--- config.mk ---
export PLATFORM = sky130hd
export DESIGN_NAME = indent_nesting_event_stack_flat
export DESIGN_NICKNAME = d
export VERILOG_FILES = /design/src/rtl/core/ines_pkg.sv /design/src/rtl/core/ines_in_if.sv /design/src/rtl/core/ines_out_if.sv /design/src/rtl/core/ines_cell.sv /design/src/rtl/core/ines_chain.sv /design/src/rtl/core/indent_nesting_event_stack.sv /design/src/flat_wrapper.sv
export SDC_FILE = /design/constraint.sdc
export NUM_CORES = 1
export LEC_CHECK = 0
export BUFFER_PORTS_ARGS = -buffer_cell sky130_fd_sc_hd__buf_2
export CORE_ASPECT_RATIO = 1.2
export CORE_MARGIN = 2
export CORE_UTILIZATION = 35
export DETAILED_ROUTE_END_ITERATION = 10
export PLACE_DENSITY_LB_ADDON = 0.08
export SLEW_MARGIN = 10
export SYNTH_ARGS = -nofsm -noshare
export SYNTH_HDL_FRONTEND = slang
export SYNTH_SLANG_ARGS = --single-unit
--- constraint.sdc ---
create_clock -name clk -period 28 [get_ports clk]
set_input_delay 2.8 -clock clk [delete_from_list [all_inputs] [get_ports clk]]
set_output_delay 2.8 -clock clk [all_outputs]
set_load 0.03 [all_outputs]
--- src/rtl/core/ines_pkg.sv ---
// Shared types and constants for the indentation nesting event stack.
`timescale 1ns / 1ps

package ines_pkg;

    localparam int MAX_DEPTH_DEF = 32;
    localparam int LINE_BITS_DEF = 16;

    localparam int CMD_W    = 2;
    localparam int INDENT_W = 5;

    localparam logic [CMD_W-1:0] CMD_LINE  = 2'd0;
    localparam logic [CMD_W-1:0] CMD_BLANK = 2'd1;
    localparam logic [CMD_W-1:0] CMD_END   = 2'd2;

    localparam logic KIND_OPEN  = 1'b0;
    localparam logic KIND_CLOSE = 1'b1;

    typedef enum logic [1:0] {
        ST_IDLE,
        ST_CLOSE,
        ST_DRAIN
    } ines_state_t;

    typedef struct packed {
        logic push;
        logic pop;
    } ines_shift_t;

    typedef struct packed {
        logic top_valid;
        logic next_valid;
        logic full;
    } ines_status_t;

endpackage

--- src/rtl/core/ines_in_if.sv ---
// Input channel: one beat per source line, and one for end of document.
`timescale 1ns / 1ps

interface ines_in_if;

    logic                          valid;
    logic                          ready;
    logic [ines_pkg::CMD_W-1:0]    cmd;
    logic [ines_pkg::INDENT_W-1:0] indent;

    modport source (output valid, output cmd, output indent, input ready);
    modport sink   (input valid, input cmd, input indent, output ready);

endinterface

--- src/rtl/core/ines_out_if.sv ---
// Output channel: one beat per open or close event.
`timescale 1ns / 1ps

interface ines_out_if #(
    parameter int LINE_BITS = ines_pkg::LINE_BITS_DEF
);

    logic                 valid;
    logic                 ready;
    logic                 kind;
    logic [LINE_BITS-1:0] event_line;
    logic                 last;

    modport source (output valid, output kind, output event_line, output last, input ready);
    modport sink   (input valid, input kind, input event_line, input last, output ready);

endinterface

--- src/rtl/core/ines_cell.sv ---
// One stack cell: holds an entry and shifts with its neighbors on push or pop.
`timescale 1ns / 1ps

module ines_cell #(
    parameter int LINE_BITS = ines_pkg::LINE_BITS_DEF
) (
    input  logic                          clk,
    input  logic                          rst_n,
    input  ines_pkg::ines_shift_t         shift,
    input  logic                          up_valid,
    input  logic [ines_pkg::INDENT_W-1:0] up_indent,
    input  logic [LINE_BITS-1:0]          up_line,
    input  logic                          dn_valid,
    input  logic [ines_pkg::INDENT_W-1:0] dn_indent,
    input  logic [LINE_BITS-1:0]          dn_line,
    output logic                          valid,
    output logic [ines_pkg::INDENT_W-1:0] indent,
    output logic [LINE_BITS-1:0]          line
);

    logic                          valid_reg;
    logic                          valid_next;
    logic [ines_pkg::INDENT_W-1:0] indent_reg;
    logic [ines_pkg::INDENT_W-1:0] indent_next;
    logic [LINE_BITS-1:0]          line_reg;
    logic [LINE_BITS-1:0]          line_next;

    always_comb
    begin
        valid_next  = valid_reg;
        indent_next = indent_reg;
        line_next   = line_reg;
        if (shift.push)
        begin
            valid_next  = up_valid;
            indent_next = up_indent;
            line_next   = up_line;
        end
        else if (shift.pop)
        begin
            valid_next  = dn_valid;
            indent_next = dn_indent;
            line_next   = dn_line;
        end
    end

    always_ff @(posedge clk or negedge rst_n)
    begin
        if (!rst_n)
        begin
            valid_reg <= 1'b0;
        end
        else
        begin
            valid_reg <= valid_next;
        end
    end

    always_ff @(posedge clk)
    begin
        indent_reg <= indent_next;
        line_reg   <= line_next;
    end

    assign valid  = valid_reg;
    assign indent = indent_reg;
    assign line   = line_reg;

endmodule

--- src/rtl/core/ines_chain.sv ---
// Row of stack cells, top of stack in cell zero.
`timescale 1ns / 1ps

module ines_chain #(
    parameter int MAX_DEPTH = ines_pkg::MAX_DEPTH_DEF,
    parameter int LINE_BITS = ines_pkg::LINE_BITS_DEF
) (
    input  logic                          clk,
    input  logic                          rst_n,
    input  ines_pkg::ines_shift_t         shift,
    input  logic [ines_pkg::INDENT_W-1:0] push_indent,
    input  logic [LINE_BITS-1:0]          push_line,
    output ines_pkg::ines_status_t        status,
    output logic [ines_pkg::INDENT_W-1:0] top_indent,
    output logic [LINE_BITS-1:0]          top_line
);

    logic                          cell_valid  [MAX_DEPTH];
    logic [ines_pkg::INDENT_W-1:0] cell_indent [MAX_DEPTH];
    logic [LINE_BITS-1:0]          cell_line   [MAX_DEPTH];

    for (genvar i = 0; i < MAX_DEPTH; i++)
    begin : g_cell
        logic                          up_valid;
        logic [ines_pkg::INDENT_W-1:0] up_indent;
        logic [LINE_BITS-1:0]          up_line;
        logic                          dn_valid;
        logic [ines_pkg::INDENT_W-1:0] dn_indent;
        logic [LINE_BITS-1:0]          dn_line;

        if (i == 0)
        begin : g_head
            assign up_valid  = 1'b1;
            assign up_indent = push_indent;
            assign up_line   = push_line;
        end
        else
        begin : g_body
            assign up_valid  = cell_valid[i-1];
            assign up_indent = cell_indent[i-1];
            assign up_line   = cell_line[i-1];
        end

        if (i == MAX_DEPTH - 1)
        begin : g_tail
            assign dn_valid  = 1'b0;
            assign dn_indent = cell_indent[i];
            assign dn_line   = cell_line[i];
        end
        else
        begin : g_link
            assign dn_valid  = cell_valid[i+1];
            assign dn_indent = cell_indent[i+1];
            assign dn_line   = cell_line[i+1];
        end

        ines_cell #(
            .LINE_BITS (LINE_BITS)
        ) u_cell (
            .clk       (clk),
            .rst_n     (rst_n),
            .shift     (shift),
            .up_valid  (up_valid),
            .up_indent (up_indent),
            .up_line   (up_line),
            .dn_valid  (dn_valid),
            .dn_indent (dn_indent),
            .dn_line   (dn_line),
            .valid     (cell_valid[i]),
            .indent    (cell_indent[i]),
            .line      (cell_line[i])
        );
    end

    assign status.top_valid  = cell_valid[0];
    assign status.next_valid = cell_valid[1];
    assign status.full       = cell_valid[MAX_DEPTH-1];
    assign top_indent        = cell_indent[0];
    assign top_line          = cell_line[0];

endmodule

--- src/rtl/core/indent_nesting_event_stack.sv ---
// Top level: line sequencer, event output register and the stack cell row.
// An indented line first emits a close event for each stacked entry that it closes, then its
// open event; a blank line only advances the line counter; end of document closes every entry.
// One entry pops per cycle through the cell row while the event slot is free; the event
// register holds one beat. After a line is accepted, ST_CLOSE loads its first event there.
// Reset empties the stack and zeroes the line counter at once; no clearing pass.
`timescale 1ns / 1ps

module indent_nesting_event_stack #(
    parameter int MAX_DEPTH = ines_pkg::MAX_DEPTH_DEF,
    parameter int LINE_BITS = ines_pkg::LINE_BITS_DEF
) (
    input  logic         clk,
    input  logic         rst_n,
    ines_in_if.sink      line_in,
    ines_out_if.source   event_out
);

    ines_pkg::ines_state_t         state_reg;
    ines_pkg::ines_state_t         state_next;
    logic [LINE_BITS-1:0]          count_reg;
    logic [LINE_BITS-1:0]          count_next;
    logic [ines_pkg::INDENT_W-1:0] ind_reg;
    logic [ines_pkg::INDENT_W-1:0] ind_next;

    logic                          out_valid_reg;
    logic                          out_valid_next;
    logic                          out_kind_reg;
    logic                          out_kind_next;
    logic [LINE_BITS-1:0]          out_line_reg;
    logic [LINE_BITS-1:0]          out_line_next;
    logic                          out_last_reg;
    logic                          out_last_next;

    ines_pkg::ines_shift_t         shift;
    ines_pkg::ines_status_t        status;
    logic [ines_pkg::INDENT_W-1:0] top_indent;
    logic [LINE_BITS-1:0]          top_line;

    logic                          accept;
    logic                          slot_free;
    logic                          pop_cond;
    logic                          emit;
    logic                          emit_kind;
    logic [LINE_BITS-1:0]          emit_line;
    logic                          emit_last;
    logic [LINE_BITS-1:0]          count_inc;

    assign accept    = line_in.valid && line_in.ready;
    assign slot_free = !out_valid_reg || event_out.ready;
    assign pop_cond  = status.top_valid && ((top_indent >= ind_reg) || status.full);
    assign count_inc = (count_reg == {LINE_BITS{1'b1}}) ? count_reg
                                                        : count_reg + {{(LINE_BITS-1){1'b0}}, 1'b1};

    always_comb
    begin
        state_next = state_reg;
        unique case (state_reg)
            ines_pkg::ST_IDLE:
            begin
                if (accept)
                begin
                    unique case (line_in.cmd)
                        ines_pkg::CMD_LINE: state_next = ines_pkg::ST_CLOSE;
                        ines_pkg::CMD_END:  state_next = ines_pkg::ST_DRAIN;
                        default:            state_next = ines_pkg::ST_IDLE;
                    endcase
                end
            end
            ines_pkg::ST_CLOSE:
            begin
                if (slot_free && !pop_cond)
                begin
                    state_next = ines_pkg::ST_IDLE;
                end
            end
            ines_pkg::ST_DRAIN:
            begin
                if (!status.top_valid || (slot_free && !status.next_valid))
                begin
                    state_next = ines_pkg::ST_IDLE;
                end
            end
            default: state_next = ines_pkg::ST_IDLE;
        endcase
    end

    always_comb
    begin
        emit       = 1'b0;
        emit_kind  = ines_pkg::KIND_CLOSE;
        emit_line  = top_line;
        emit_last  = 1'b0;
        shift.push = 1'b0;
        shift.pop  = 1'b0;
        count_next = count_reg;
        ind_next   = ind_reg;
        unique case (state_reg)
            ines_pkg::ST_IDLE:
            begin
                if (accept)
                begin
                    unique case (line_in.cmd)
                        ines_pkg::CMD_LINE:
                        begin
                            count_next = count_inc;
                            ind_next   = line_in.indent;
                        end
                        ines_pkg::CMD_BLANK: count_next = count_inc;
                        ines_pkg::CMD_END:   count_next = '0;
                        default:             count_next = count_reg;
                    endcase
                end
            end
            ines_pkg::ST_CLOSE:
            begin
                if (slot_free)
                begin
                    emit = 1'b1;
                    if (pop_cond)
                    begin
                        shift.pop = 1'b1;
                    end
                    else
                    begin
                        emit_kind  = ines_pkg::KIND_OPEN;
                        emit_line  = count_reg;
                        emit_last  = 1'b1;
                        shift.push = 1'b1;
                    end
                end
            end
            ines_pkg::ST_DRAIN:
            begin
                if (slot_free && status.top_valid)
                begin
                    emit      = 1'b1;
                    emit_last = !status.next_valid;
                    shift.pop = 1'b1;
                end
            end
            default:
            begin
                emit = 1'b0;
            end
        endcase
    end

    always_comb
    begin
        out_valid_next = out_valid_reg;
        out_kind_next  = out_kind_reg;
        out_line_next  = out_line_reg;
        out_last_next  = out_last_reg;
        if (slot_free)
        begin
            out_valid_next = emit;
            out_kind_next  = emit_kind;
            out_line_next  = emit_line;
            out_last_next  = emit_last;
        end
    end

    always_ff @(posedge clk or negedge rst_n)
    begin
        if (!rst_n)
        begin
            state_reg     <= ines_pkg::ST_IDLE;
            count_reg     <= '0;
            out_valid_reg <= 1'b0;
        end
        else
        begin
            state_reg     <= state_next;
            count_reg     <= count_next;
            out_valid_reg <= out_valid_next;
        end
    end

    always_ff @(posedge clk)
    begin
        ind_reg      <= ind_next;
        out_kind_reg <= out_kind_next;
        out_line_reg <= out_line_next;
        out_last_reg <= out_last_next;
    end

    ines_chain #(
        .MAX_DEPTH (MAX_DEPTH),
        .LINE_BITS (LINE_BITS)
    ) u_chain (
        .clk         (clk),
        .rst_n       (rst_n),
        .shift       (shift),
        .push_indent (ind_reg),
        .push_line   (count_reg),
        .status      (status),
        .top_indent  (top_indent),
        .top_line    (top_line)
    );

    assign line_in.ready         = (state_reg == ines_pkg::ST_IDLE);
    assign event_out.valid       = out_valid_reg;
    assign event_out.kind        = out_kind_reg;
    assign event_out.event_line  = out_line_reg;
    assign event_out.last        = out_last_reg;

    a_push_not_full: assert property (@(posedge clk) disable iff (!rst_n)
        shift.push |-> !status.full)
        else $error("push into a full stack");

    a_pop_has_entry: assert property (@(posedge clk) disable iff (!rst_n)
        shift.pop |-> (status.top_valid && !shift.push))
        else $error("pop from an empty stack");

    a_open_is_last: assert property (@(posedge clk) disable iff (!rst_n)
        (emit && (emit_kind == ines_pkg::KIND_OPEN)) |-> emit_last)
        else $error("open event not marked last");

    a_drain_empties: assert property (@(posedge clk) disable iff (!rst_n)
        ((state_reg == ines_pkg::ST_DRAIN) && (state_next == ines_pkg::ST_IDLE))
        |=> !status.top_valid)
        else $error("stack not empty after end of document");

endmodule
--- src/flat_wrapper.sv ---
// flat-port wrapper written by rule: the top's interface ports become plain ports
module indent_nesting_event_stack_flat 
#(
    parameter int MAX_DEPTH = ines_pkg::MAX_DEPTH_DEF,
    parameter int LINE_BITS = ines_pkg::LINE_BITS_DEF
)
  (clk, rst_n, line_in_valid, line_in_cmd, line_in_indent, line_in_ready, event_out_valid, event_out_kind, event_out_event_line, event_out_last, event_out_ready);
  ines_in_if line_in_i ();
  ines_out_if #(.LINE_BITS(LINE_BITS)) event_out_i ();
  input  logic clk;
  input  logic rst_n;
  input wire logic [$bits(line_in_i.valid)-1:0] line_in_valid;
  input wire logic [$bits(line_in_i.cmd)-1:0] line_in_cmd;
  input wire logic [$bits(line_in_i.indent)-1:0] line_in_indent;
  output wire logic [$bits(line_in_i.ready)-1:0] line_in_ready;
  output wire logic [$bits(event_out_i.valid)-1:0] event_out_valid;
  output wire logic [$bits(event_out_i.kind)-1:0] event_out_kind;
  output wire logic [$bits(event_out_i.event_line)-1:0] event_out_event_line;
  output wire logic [$bits(event_out_i.last)-1:0] event_out_last;
  input wire logic [$bits(event_out_i.ready)-1:0] event_out_ready;
  assign line_in_i.valid = line_in_valid;
  assign line_in_i.cmd = line_in_cmd;
  assign line_in_i.indent = line_in_indent;
  assign line_in_ready = line_in_i.ready;
  assign event_out_valid = event_out_i.valid;
  assign event_out_kind = event_out_i.kind;
  assign event_out_event_line = event_out_i.event_line;
  assign event_out_last = event_out_i.last;
  assign event_out_i.ready = event_out_ready;
  indent_nesting_event_stack #(.MAX_DEPTH(MAX_DEPTH), .LINE_BITS(LINE_BITS)) u_core (.clk(clk), .rst_n(rst_n), .line_in(line_in_i), .event_out(event_out_i));
endmodule
==> flow_summary.yaml, run 1 <==
floorplan:
  num_rows: 121
  ios: 31
  die_y_um: 336
  core_region_area_mm2: 0.0908
  start_util: 0.354
  dieArea_mm2: 0.0942
  die_w_um: 281
critical_path:
  crit_fanout: 112
  rrSetupSlack_ns: 21.56
  path_depth: 11
  worstPathRequired_ns: 28.24
  cp_cell_sequence: "buf_2 > nor2b_1 > inv_1 > nand2_1 > a311oi_1 > nor2_1 > inv_8 > buf_4 > buf_4 > buf_4 > buf_4"
  critPathLaunchType: "primary input"
  timing.critical_path.mode_cell: "buf_4"
  crit_family: "buffers and inverters"
  path_buf_inv: 7
  cpPeakStageDelay_ns: 0.95
  r2r-start: "u_core.event_out.valid$_DFFE_PN0N_"
  slowest_stage: "buf_4"
  rr_worst_depth: 10
  cp.arrival_ns: 8.49
  critical_path.endpoint_type: "register"
  path_class: "in2reg"
  cp-startpoint: "event_out_ready"
sta:
  worst_slew_pin_slew_ns: 1.25
  worst_slack_ns: 19.75
  min_period_over_period: 0.294
  tns_ns: 0
  whs_ns: 0.449
  finalSetupViolCount: 0
  slew_headroom: 0.164
  fin_crit_ns: 8.25
  max_freq_ghz: 0.121
  hold_violations: 0
  finalClockSkew_ns: 0.0233
  drv_slew: 0
  rsz0062_at_grt: "no"
global_routing:
  globalRouteTotalUtil: 0.129
  grt_pass1_vias: 20600
  antenna_found_initial: 0
  overflow: 0
  grt_pass1_wl_um: 103000
  grt_max_degree: 235
synth:
  syn-num-nets: 3155
  synth-edff-count: 695
  ys_ff_latch: 746
  yosysTopAreaCell: "edfxtp_1"
  synth_area_leaders: "edfxtp_1, nand2_1, dfrtp_1"
  seq_area_frac_synth: 0.689
  ys.flop_type: "edfxtp_1"
  synth.cell_area_mm2: 0.0321
  synth_cell_types: 46
  syn-mean-instance-area_um2: 10.2
  syn_inst: 3135
  synth_top_cell_area_share: 0.650
  ys_async_sr_fraction: 0.0684
  synth_warnings: 0
placement:
  place_area_mm2: 0.0330
  place_hpwl_um: 33200
  routabilityCongestion: 0.737
  port_buffers: 30
  dp_slack_ns: 18.94
  dpl.cell_count: 4192
clock_tree:
  cts_buffer_depth: 3
  cts_setup_buffers: 0
  tritoncts: "yes"
  cts.sinks: 746
  cts_resized: 0
  clkLatencyLatePin_ns: 0.62
  cts_buffers: 82
  cts_root_buffer: "clkbuf_16"
  cts.htree.levels: 3
  hold_buffers: 0
  clk_pin_slew_ns: 0.05
layout:
  layout-drive-gt1-share: 0.0597
  largest_reg_flops: 512
  fillers: 8984
  finalNonFillerCells: 4335
  fin_nets: 3128
  diodes: 0
  layout_commonest_cell: "nand2_1"
  stdcell_area_mm2: 0.0356
  seqCellArea_mm2: 0.0221
  multiInputGateArea_mm2: 0.00900
  final_util: 0.392
  layout_common_cells: "nand2_1, edfxtp_1, clkbuf_16"
  syn_to_final_growth_pct: 10.7
route:
  remaining_drc_errors: 0
  vias: 20500
  antenna_left: 0
  drt-total-wl_um: 60300
  vias_per_cell: 4.73
  drt_iter0_drc: 1671
  wl_per_cell_um: 13.9
  drtPass1Iterations: 5
power:
  cellInternalPower_mw: 3.07
  vdd_drop_max_v: 0.0000569
  power_density_mw_per_mm2: 129
  clockPowerShare: 0.225
  power.total_mw: 4.61
  p_sw_frac: 0.334
  seq_power_share: 0.524
  leakage_nw: 14.7
  p_sw_mw: 1.54
  comb_power_share: 0.252
outcome:
  status: "finished, final reports clean"
hold_path:
  hp-class: "reg2reg"
  holdPathStages: 0
  worstHoldStart: "u_core.u_chain.g_cell[30].u_cell.line[5]$_DFFE_PP_"
run:
  drv_cap: 0
-- synthesized netlist by cell type (2+ instances only) --
| master | n |
|---|---|
| nor2b_1 | 3 |
| and4_1 | 2 |
| a31oi_1 | 3 |
| or3_1 | 2 |
| o211ai_1 | 56 |
| nand2_1 | 2016 |
| xnor2_1 | 8 |
| o21ai_0 | 15 |
| buf_2 | 112 |
| a211oi_1 | 3 |
| nor2_1 | 15 |
| a21oi_1 | 8 |
| nand3_1 | 7 |
| ha_1 | 9 |
| nand4_1 | 6 |
| inv_1 | 14 |
| mux2i_1 | 5 |
| clkbuf_1 | 8 |
| nor3_1 | 4 |
| edfxtp_1 | 695 |
| buf_4 | 45 |
| nor4_1 | 5 |
| dfrtp_1 | 51 |
| and3_1 | 3 |
| mux2_2 | 17 |
| a311oi_1 | 2 |
| o21ai_1 | 2 |
-- path summary, 6_finish.rpt --
check | endpoint
max in group asynchronous | u_core.count_reg[11]$_DFFE_PN0P_
setup / recovery | u_core.u_chain.g_cell[3].u_cell.line[6]$_DFFE_PP_
hold / removal | u_core.u_chain.g_cell[31].u_cell.line[5]$_DFFE_PP_
setup reg to reg | u_core.u_chain.g_cell[3].u_cell.line[6]$_DFFE_PP_
min in group asynchronous | u_core.state_reg[1]$_DFFE_PN0P_
hold reg to reg | u_core.u_chain.g_cell[31].u_cell.line[5]$_DFFE_PP_
-- metal layers --
metal	track usage	up-vias	share of wire
met3	0.0257	83	0.040
met4	0.0394	0	0.020
met5	0	-	0
li1	-	10200	-
met1	0.179	9945	0.49
met2	0.206	259	0.45
-- cell families after synthesis --
| kind of cell | synth area share |
|---|---|
| AOI/OAI and AO/OA | 0.0217 |
| muxes | 0.00752 |
| and+or+nand+nor | 0.245 |
| buffers and inverters | 0.0310 |
| adders and majority gates | 0.00351 |
| DFF | 0.689 |
| xor gates and xnor gates | 0.00218 |
-- power groups by stage --
stage               Sequential, mW  Clock [mW]  Combinational [mW]
CTS                           2.42        1.08                1.19
finish                        2.41        1.04                1.16
global placement              2.42           0                1.14
detailed placement            2.43           0                1.19
floorplan                     2.67           0               0.910
global route                  2.49        1.12                1.36
-- area by class of cell --
cell class / instances / share of cell area
Clock inverter: 39 / 0.00886
Timing Repair Buffer: 55 / 0.00985
Tap cell: 1168 / 0.0411
Inverter: 15 / 0.00200
Clock buffer: 104 / 0.0626
Multi-Input combinational cell: 2208 / 0.253
Sequential cell: 746 / 0.623
Power figures use the tool's default switching activity.
==> inputs of run 2 (changes only) <==
==> constraint.sdc (replaced) <==
create_clock -name clk -period 7.7 [get_ports clk]
set_input_delay 0.77 -clock clk [delete_from_list [all_inputs] [get_ports clk]]
set_output_delay 0.77 -clock clk [all_outputs]
set_load 0.03 [all_outputs]
==> flow_summary.yaml, run 2 (same netlist as run 1, synthesis figures left out) <==
global_routing:
  globalRouteTotalUtil: 0.128
  grt_pass1_wl_um: 102000
  overflow: 0
  grt_max_degree: 231
  antenna_found_initial: 0
  grt_pass1_vias: 20100
critical_path:
  worstPathRequired_ns: 8.19
  slowest_stage: "buf_4"
  cp_cell_sequence: "ha_1 > nor2b_1 > o21ai_2 > a221o_4 > buf_4 > buf_12 > buf_4 > nand2_1 > nand2_1"
  cpPeakStageDelay_ns: 0.85
  critical_path.endpoint_type: "register"
  path_class: "reg2reg"
  crit_family: "buffers and inverters"
  crit_fanout: 197
  path_buf_inv: 3
  critPathLaunchType: "register"
  cp.arrival_ns: 4.95
layout:
  finalNonFillerCells: 4338
  layout-drive-gt1-share: 0.0568
  diodes: 0
  layout_common_cells: "nand2_1, edfxtp_1, clkbuf_16"
  stdcell_area_mm2: 0.0357
  fin_nets: 3124
  multiInputGateArea_mm2: 0.00903
  layout_commonest_cell: "nand2_1"
  seqCellArea_mm2: 0.0221
  largest_reg_flops: 512
  fillers: 8993
  syn_to_final_growth_pct: 11.1
sta:
  max_freq_ghz: 0.224
  fin_crit_ns: 4.46
  finalSetupViolCount: 0
  hold_violations: 0
  rsz0062_at_grt: "no"
  slew_headroom: 0.204
  finalClockSkew_ns: 0.0363
  worst_slew_pin_slew_ns: 1.19
  drv_slew: 0
  min_period_over_period: 0.580
placement:
  port_buffers: 30
  place_hpwl_um: 32500
  dpl.cell_count: 4187
  routabilityCongestion: 0.710
  place_area_mm2: 0.0331
route:
  vias_per_cell: 4.73
  drt-total-wl_um: 60700
  wl_per_cell_um: 14.0
  vias: 20500
  remaining_drc_errors: 0
  drtPass1Iterations: 7
  antenna_left: 0
  drt_iter0_drc: 1798
power:
  clockPowerShare: 0.226
  leakage_nw: 14.7
  p_sw_mw: 5.63
  vdd_drop_max_v: 0.000346
  comb_power_share: 0.253
  power_density_mw_per_mm2: 472
  cellInternalPower_mw: 11.2
  seq_power_share: 0.521
  p_sw_frac: 0.335
floorplan:
  start_util: 0.354
  ios: 31
  num_rows: 121
  die_w_um: 281
  dieArea_mm2: 0.0942
  die_y_um: 336
  core_region_area_mm2: 0.0908
clock_tree:
  cts_buffers: 83
  tritoncts: "yes"
  cts_resized: 0
  clk_pin_slew_ns: 0.06
  cts_buffer_depth: 3
  cts.sinks: 746
  hold_buffers: 0
  clkLatencyLatePin_ns: 0.64
  cts.htree.levels: 3
  cts_root_buffer: "clkbuf_16"
  cts_setup_buffers: 0
run:
  drv_cap: 0
outcome:
  status: "finished, final reports clean"
hold_path:
  hp-class: "in2async"
## run 2: metal layers
metal	global-route usage	vias up	share of wire
li1	-	10200	-
met1	0.178	9945	0.50
met2	0.203	252	0.45
met3	0.0237	87	0.036
met4	0.0402	0	0.019
met5	0	-	0
## run 2: power by group through the flow
stage	Clock (mW)	Combinational [mW]	Sequential, mW
after floorplan	0	2.60	7.80
after global placement	0	4.21	8.78
after detailed placement	0	4.36	8.86
after CTS	3.97	4.36	8.80
after global routing	4.10	4.97	9.05
final	3.80	4.26	8.78
## run 2: worst paths after layout
check,startpoint,end,slack (ns),depth (start not counted)
max in group asynchronous,rst_n,u_core.u_chain.g_cell[14].u_cell.valid$_DFFE_PN0P_,6.96,2
max,u_core.ind_reg[0]$_DFFE_PP_,u_core.u_chain.g_cell[30].u_cell.line[13]$_DFFE_PP_,3.24,9
min reg2reg,u_core.u_chain.g_cell[30].u_cell.line[15]$_DFFE_PP_,u_core.u_chain.g_cell[31].u_cell.line[15]$_DFFE_PP_,0.45,0
max reg2reg,u_core.ind_reg[0]$_DFFE_PP_,u_core.u_chain.g_cell[30].u_cell.line[13]$_DFFE_PP_,3.24,9
min in group clk,line_in_indent[0],u_core.ind_reg[0]$_DFFE_PP_,0.33,1
min,rst_n,u_core.event_out.valid$_DFFE_PN0N_,0.27,2
## run 2: final cells by class
cell class | count | area share
Clock inverter | 43 | 0.00957
Timing Repair Buffer | 50 | 0.0116
Inverter | 15 | 0.00203
Sequential cell | 746 | 0.620
Multi-Input combinational cell | 2208 | 0.253
Clock buffer | 108 | 0.0626
Tap cell | 1168 | 0.0409
## run 2: per-stage QoR
step                setup TNS, ns  hold slack (ns)  power (mW)  setup WS, ns  utilization
floorplan                -2501.98            0.426        10.4         -3.84            -
global placement                0            0.436        13.0          3.25        0.365
detailed placement              0            0.434        13.2          3.18        0.365
CTS                             0            0.239        17.1          3.26        0.393
global route                    0            0.290        18.1          2.86        0.393
finish                          0            0.269        16.8          3.24        0.393
## run 2: worst register-to-register path, stage by stage, from the launching register on
cell and delay, ns:
edfxtp_1 0.42, ha_1 0.29, nor2b_1 0.05, o21ai_2 0.40
a221o_4 0.30, buf_4 0.85, buf_12 0.65, buf_4 1.06
nand2_1 0.21, nand2_1 0.10
